File: src/sv/command_packet_receiver_top_defines.svh
// ----------------------------------------------------------------------------
// Assertion macros for the command packet receiver
// Shared forms of the concurrent checks, clocked on i_clk and held off in reset
// ----------------------------------------------------------------------------
`ifndef COMMAND_PACKET_RECEIVER_TOP_DEFINES_SVH
`define COMMAND_PACKET_RECEIVER_TOP_DEFINES_SVH

// Check that the consequent holds in the same cycle as the antecedent
`define CPR_ASSERT_SAME(label, ante, cons, msg) \
    label: assert property (@(posedge i_clk) disable iff (!i_rst_n) \
        (ante) |-> (cons)) else $error(msg);

// Check that the consequent holds in the cycle after the antecedent
`define CPR_ASSERT_NEXT(label, ante, cons, msg) \
    label: assert property (@(posedge i_clk) disable iff (!i_rst_n) \
        (ante) |=> (cons)) else $error(msg);

`endif

File: src/sv/cpr_pkg.sv
`timescale 1ns / 1ps
// ----------------------------------------------------------------------------
// Command packet receiver package
// Byte width and fixed frame constants of the command frame parser
// ----------------------------------------------------------------------------
package cpr_pkg;

    localparam int unsigned BYTE_W = 8;

    typedef logic [BYTE_W-1:0] t_byte;

    // Header byte, largest valid action code and device id after reset
    localparam t_byte HEADER_BYTE = 8'hFF;
    localparam t_byte MAX_ACTION  = 8'd5;
    localparam t_byte ADDR_RESET  = 8'd11;

endpackage

File: src/sv/command_packet_receiver_top.sv
// A result appears in the cycle after the checksum item is accepted.
// One item per cycle while the input is not stalled; the frame state and result register set this.
// The input is stalled only at the checksum position while a stalled result waits.
// Reset is synchronous, active low: device id 11, parser at first header byte.
`timescale 1ns / 1ps
`include "command_packet_receiver_top_defines.svh"
// ----------------------------------------------------------------------------
// Command packet receiver
// Parses a byte stream into command frames and emits one result per frame
// ----------------------------------------------------------------------------
module command_packet_receiver_top (
    input  logic                 i_clk,
    input  logic                 i_rst_n,
    // received byte channel
    input  logic                 i_rx_valid,
    output logic                 o_rx_stall,
    input  cpr_pkg::t_byte       i_rx_byte,
    // result channel
    output logic                 o_res_valid,
    input  logic                 i_res_stall,
    output cpr_pkg::t_byte       o_action_code,
    output cpr_pkg::t_byte       o_direction_flag,
    output cpr_pkg::t_byte       o_value_whole,
    output cpr_pkg::t_byte       o_value_hundredths,
    output cpr_pkg::t_byte       o_checksum_computed,
    output cpr_pkg::t_byte       o_checksum_received,
    // configuration port
    input  logic                 psel,
    input  logic                 penable,
    input  logic                 pwrite,
    input  logic [2:0]           paddr,
    input  logic [31:0]          pwdata,
    output logic [31:0]          prdata,
    output logic                 pready
);

    import cpr_pkg::*;

    // Frame position codes
    localparam logic [3:0] POS_NONE = 4'd0;
    localparam logic [3:0] POS_HDR1 = 4'd1;
    localparam logic [3:0] POS_HDR2 = 4'd2;
    localparam logic [3:0] POS_ID   = 4'd3;
    localparam logic [3:0] POS_ACT  = 4'd4;
    localparam logic [3:0] POS_DIR  = 4'd5;
    localparam logic [3:0] POS_VW   = 4'd6;
    localparam logic [3:0] POS_VH   = 4'd7;
    localparam logic [3:0] POS_CSUM = 4'd8;

    logic [3:0] r_pos;
    logic [3:0] n_pos;
    t_byte      r_dev_addr;
    t_byte      r_seen_addr;
    t_byte      n_seen_addr;
    t_byte      r_action;
    t_byte      n_action;
    t_byte      r_dir;
    t_byte      r_vwhole;
    t_byte      r_vhund;
    logic       r_res_valid;
    t_byte      r_res_action;
    t_byte      r_res_dir;
    t_byte      r_res_vwhole;
    t_byte      r_res_vhund;
    t_byte      r_res_csum_calc;
    t_byte      r_res_csum_rx;

    logic       rx_accept;
    logic       cfg_write;
    logic       emit;
    t_byte      frame_sum;

    // Hold the input only when a checksum item would overwrite a waiting result
    assign o_rx_stall = r_res_valid && i_res_stall && (r_pos == POS_CSUM);
    assign rx_accept  = i_rx_valid && !o_rx_stall;
    assign emit       = rx_accept && (r_pos == POS_CSUM);

    // Register access: byte lanes ignored, one register at word 0
    assign pready    = 1'b1;
    assign cfg_write = psel && penable && pwrite && pready && (paddr[2] == 1'b0);
    assign prdata    = (paddr[2] == 1'b0) ? {24'd0, r_dev_addr} : 32'd0;

    always_ff @(posedge i_clk) begin
        if (!i_rst_n) begin
            r_dev_addr <= ADDR_RESET;
        end else if (cfg_write) begin
            r_dev_addr <= pwdata[BYTE_W-1:0];
        end
    end

    // Next frame position and latched id and action
    always_comb begin
        n_pos       = r_pos;
        n_seen_addr = r_seen_addr;
        n_action    = r_action;
        case (r_pos)
            POS_NONE, POS_HDR1, POS_HDR2: begin
                n_pos = (i_rx_byte == HEADER_BYTE) ? r_pos + 4'd1 : POS_HDR1;
            end
            POS_ID: begin
                if (i_rx_byte == r_dev_addr) begin
                    n_seen_addr = i_rx_byte;
                    n_pos       = POS_ACT;
                end
            end
            POS_ACT: begin
                if (i_rx_byte <= MAX_ACTION) begin
                    n_action = i_rx_byte;
                end
                n_pos = POS_DIR;
            end
            POS_DIR, POS_VW, POS_VH: begin
                n_pos = r_pos + 4'd1;
            end
            default: begin
                n_pos = POS_HDR1;
            end
        endcase
    end

    // Advance the frame state on each accepted item
    always_ff @(posedge i_clk) begin
        if (!i_rst_n) begin
            r_pos       <= POS_HDR1;
            r_seen_addr <= '0;
            r_action    <= '0;
        end else if (rx_accept) begin
            r_pos       <= n_pos;
            r_seen_addr <= n_seen_addr;
            r_action    <= n_action;
        end
    end

    // Capture the three data bytes
    always_ff @(posedge i_clk) begin
        if (rx_accept) begin
            if (r_pos == POS_DIR) r_dir    <= i_rx_byte;
            if (r_pos == POS_VW)  r_vwhole <= i_rx_byte;
            if (r_pos == POS_VH)  r_vhund  <= i_rx_byte;
        end
    end

    // Byte sum of id, action and data, wrapping at eight bits
    assign frame_sum = r_seen_addr + r_action + r_dir + r_vwhole + r_vhund;

    // Result valid: set on a checksum item, drop once taken
    always_ff @(posedge i_clk) begin
        if (!i_rst_n) begin
            r_res_valid <= 1'b0;
        end else if (emit) begin
            r_res_valid <= 1'b1;
        end else if (!i_res_stall) begin
            r_res_valid <= 1'b0;
        end
    end

    // Load the result payload
    always_ff @(posedge i_clk) begin
        if (emit) begin
            r_res_action    <= r_action;
            r_res_dir       <= r_dir;
            r_res_vwhole    <= r_vwhole;
            r_res_vhund     <= r_vhund;
            r_res_csum_calc <= ~frame_sum + 8'd1;
            r_res_csum_rx   <= i_rx_byte;
        end
    end

    assign o_res_valid         = r_res_valid;
    assign o_action_code       = r_res_action;
    assign o_direction_flag    = r_res_dir;
    assign o_value_whole       = r_res_vwhole;
    assign o_value_hundredths  = r_res_vhund;
    assign o_checksum_computed = r_res_csum_calc;
    assign o_checksum_received = r_res_csum_rx;

    // Checks
    `CPR_ASSERT_NEXT(a_emit_valid, emit, r_res_valid && r_pos == POS_HDR1,
        "checksum item did not produce a result")
    `CPR_ASSERT_SAME(a_stall_cause, o_rx_stall, r_res_valid && r_pos == POS_CSUM,
        "input stalled without a waiting result")
    `CPR_ASSERT_NEXT(a_wrong_id, rx_accept && r_pos == POS_ID && i_rx_byte != r_dev_addr,
        r_pos == POS_ID, "wrong id byte moved the parser")
    `CPR_ASSERT_NEXT(a_res_drop, r_res_valid && !i_res_stall && !emit, !r_res_valid,
        "taken result not retired")

endmodule
File: config.mk
export PLATFORM = sky130hd
export DESIGN_NAME = command_packet_receiver_top
export DESIGN_NICKNAME = d
export VERILOG_FILES = /design/src/sv/cpr_pkg.sv /design/src/sv/command_packet_receiver_top.sv
export VERILOG_INCLUDE_DIRS = /design/src /design/src/sv
export SDC_FILE = /design/constraint.sdc
export NUM_CORES = 1
export LEC_CHECK = 0
export ABC_AREA = 1
export BUFFER_PORTS_ARGS = -buffer_cell sky130_fd_sc_hd__buf_2
export CAP_MARGIN = 20
export CORE_UTILIZATION = 35
export CTS_BUF_LIST = sky130_fd_sc_hd__clkbuf_8
export CTS_CLUSTER_SIZE = 16
export DETAILED_ROUTE_END_ITERATION = 10
export HOLD_SLACK_MARGIN = 0.15
export PLACE_DENSITY = 0.68
export SLEW_MARGIN = 15
export SYNTH_ARGS = -nofsm -noshare
export SYNTH_HDL_FRONTEND = slang
export SYNTH_SLANG_ARGS = --single-unit
File: constraint.sdc
create_clock -name i_clk -period 4.19 [get_ports i_clk]
set_input_delay 0.2095 -clock i_clk [delete_from_list [all_inputs] [get_ports i_clk]]
set_output_delay 0.2095 -clock i_clk [all_outputs]
set_load 0.05 [all_outputs]
==> key figures <==
Outcome
  • Outcome: finished, final reports clean

Clocking
  • TritonCTS Buffers: 9
  • Clk_lat worst skew: 0.37 ns
  • CTS sink count: 101
  • TritonCTS clock tree: built
  • CTS clk-pin slew, worst paths: 0.10 ns
  • CTS Buffer Depth: 2
  • CTS root buf: clkbuf_8
  • Hold-fix buffers, CTS: 8
  • PostCTS Resize Cnt: 0
  • H-tree depth: 3
  • Setup bufs post-CTS: 0

STA
  • Tcrit/Tclk final: 88.2%
  • Peak Freq: 271 MHz
  • Final hold slack: 0.164 ns
  • Slew @ Worst Pin: 0.978 ns
  • Endpoints failing setup: 0
  • RSZ-0062 raised after global routing: no
  • Final max-slew violation count: 0
  • Fin. Hold Viols: 0
  • Max-Slew Margin vs Limit: 34.7%
  • Final Skew: 0.0101 ns
  • Minimum clock period: 3.69 ns
  • Setup tns final: 0 ns

Setup path
  • Worst Path Required: 4.33 ns
  • Setup CP Type: reg -> reg
  • Worst path slowest cell: fa_1
  • Critical path arrival: 3.84 ns
  • Max incr delay on CP: 0.56 ns
  • Worst path buffer plus inverter count: 4
  • CP top delay family: adder cells
  • CP cell instances: inv_1 -> fa_1 -> fa_1 -> fa_1 -> inv_1 -> ha_1 -> inv_1 -> fa_1 -> or2_1 -> nand2_1 -> nand2_1 -> nand2_2 -> nand3_2 -> nor2_2 -> inv_1 -> nand2_1 -> nand2_1
  • Crit-path max FO: 3
  • Crit start category: flop
  • CP endpoint kind: flop

Finish
  • Fillcell total: 1304
  • Register area: 2740 sq um
  • Share of post-route cells with drive strength above 1: 22.3%
  • Nets@finish: 635
  • Most frequent cells in the layout: inv_1 (85), buf_2 (81), nand2_1 (73)
  • Commonest non-fill, non-tap cell in the layout: inv_1
  • Fin util: 42.4%
  • Area delta synth->final: 16.1%
  • Diodes inserted: 0
  • Area of the multi-input gates: 1720 sq um
  • Design area: 5700 sq um

Synthesis
  • Syn Inst Count: 457
  • Largest family of logic cells by synthesized area: simple AND/OR/NAND/NOR gates
  • Ys Warns: 0
  • Netlist Area Pre-Place: 4910 sq um
  • Mapped Avg Cell Area: 10.7 sq um
  • Synth Area in Compound Gates: 4.81%
  • Post-Synth XOR/XNOR Area: 2.50%
  • Post-synth EDFFs: 72
  • Sequential area share after synthesis: 55.8%
  • Synth async-reset ratio: 0%
  • Synth Area in Adders: 11.5%
  • Mux cell area share after synthesis: 0%
  • Synth cell types: 37
  • Register bit total from synthesis: 101
  • Dominant synthesized flop cell: edfxtp_1
  • Simple-Gate Fraction of Synth Area: 14.0%

Global routing
  • Initial antenna violation count: 0
  • GRT Overall Usage: 13.7%
  • First-pass GRT wire length: 15200 microns
  • Vias in the first global route: 3195
  • Largest net degree at the start of global routing: 49
  • Remaining Overflow, GRT: 0

Die
  • Site row count: 42
  • Initial core utilization: 36.5%
  • Core ar.: 13500 sq um
  • Die Area: 14500 sq um
  • Die Y: 120 microns
  • Ports: 133
  • Die Wd: 120 microns

Routing
  • Via density: 4.44
  • Final WL: 9250 microns
  • Vias: 3256
  • WL/cell: 12.6 microns
  • DRT Pass-1 Iters: 4
  • Antenna-violating nets left: 0
  • Drt drc: 0
  • Initial DRC count: 218

Power
  • Share of power burned in registers: 60.3%
  • Part of the power in the clock network: 32.5%
  • Combinational Power Share: 7.2%
  • Total chip power: 1.77 mW
  • Internal cell power: 1.31 mW
  • Leakage: 2.45 nW
  • Switching Fraction: 25.7%
  • Max rail drop VDD: 0.000107 V
  • Power Density: 310 nW/um^2
  • NetSw: 454 uW

Job
  • Max_cap viols: 0

Placement
  • Placed Area: 5440 sq um
  • Gpl congestion: 0.776
  • Hpwl dp: 7040 microns
  • IO Port Bufs: 81

Worst hold path
  • Worst min path class: in -> reg
## sequential cells by signal (all words and copies together) (netlist names)
name	cells
o_action_code	8
o_checksum_computed	8
o_checksum_received	8
o_direction_flag	8
o_value_hundredths	8
o_value_whole	8
r_action	8
r_dev_addr	8
r_dir	8
r_seen_addr	8
r_vhund	8
r_vwhole	8
r_pos	4
o_res_valid	1
## final timing paths
kind,slack [ns],cells after the start,startpoint,endpoint
worst max-delay path,0.50,17,r_seen_addr[1]$_SDFFE_PN0P_,o_checksum_computed[7]$_DFFE_PP_
worst min-delay path,0.16,1,i_rx_byte[3],o_checksum_received[3]$_DFFE_PP_
worst min register to register,0.44,0,r_action[5]$_SDFFE_PN0P_,o_action_code[5]$_DFFE_PP_
worst max register to register,0.50,17,r_seen_addr[1]$_SDFFE_PN0P_,o_checksum_computed[7]$_DFFE_PP_
## cell type report
cell class | count | area share, %
multi-input combinational | 258 | 30.1
timing repair buffer | 90 | 8.65
clock inverter | 7 | 1.05
tap | 176 | 3.86
clock buffer | 9 | 2.17
inverter | 92 | 6.08
sequential | 101 | 48.1
## logic make-up after synthesis
group	Yosys count
buffers and inverters	121
and+or+nand+nor	145
DFF	101
other	2
adders and majority gates	33
AOI/OAI and AO/OA	41
xor gates and xnor gates	14
## metal layers
layer	vias to the layer above	wire, microns	global-route usage, %
met4	0	148	4.63
met5	-	0	0
met2	124	4590	24.4
met1	1509	3980	16.3
met3	15	536	2.97
li1	1608	-	-
## power groups by stage
stage / Clock, mW / Sequential (mW) / Combinational (mW)
4_1_cts: 0.592 / 1.07 / 0.127
6_report: 0.576 / 1.07 / 0.127
3_3_place_gp: 0 / 1.09 / 0.120
3_5_place_dp: 0 / 1.09 / 0.121
5_1_grt: 0.621 / 1.07 / 0.137
2_1_floorplan: 0 / 1.09 / 0.109
## metrics by stage
step,setup WS [ns],cells
2_1_floorplan,0.727,480
4_1_cts,0.469,733
3_3_place_gp,0.556,709
3_5_place_dp,0.478,709
6_report,0.496,733
5_1_grt,0.212,733
## cell usage after synthesis, drive strengths merged, types with 8 or more instances
library cell	n	area, sq um
a21oi	24	124
buf	26	193
dfxtp	29	581
edfxtp	72	2160
fa	20	400
ha	13	163
inv	91	342
nand2	76	293
nand3	23	138
nor2	25	120
nor3	10	60.1
o21ai	11	66.3
xnor2	8	70.1
Power figures use the tool's default switching activity.
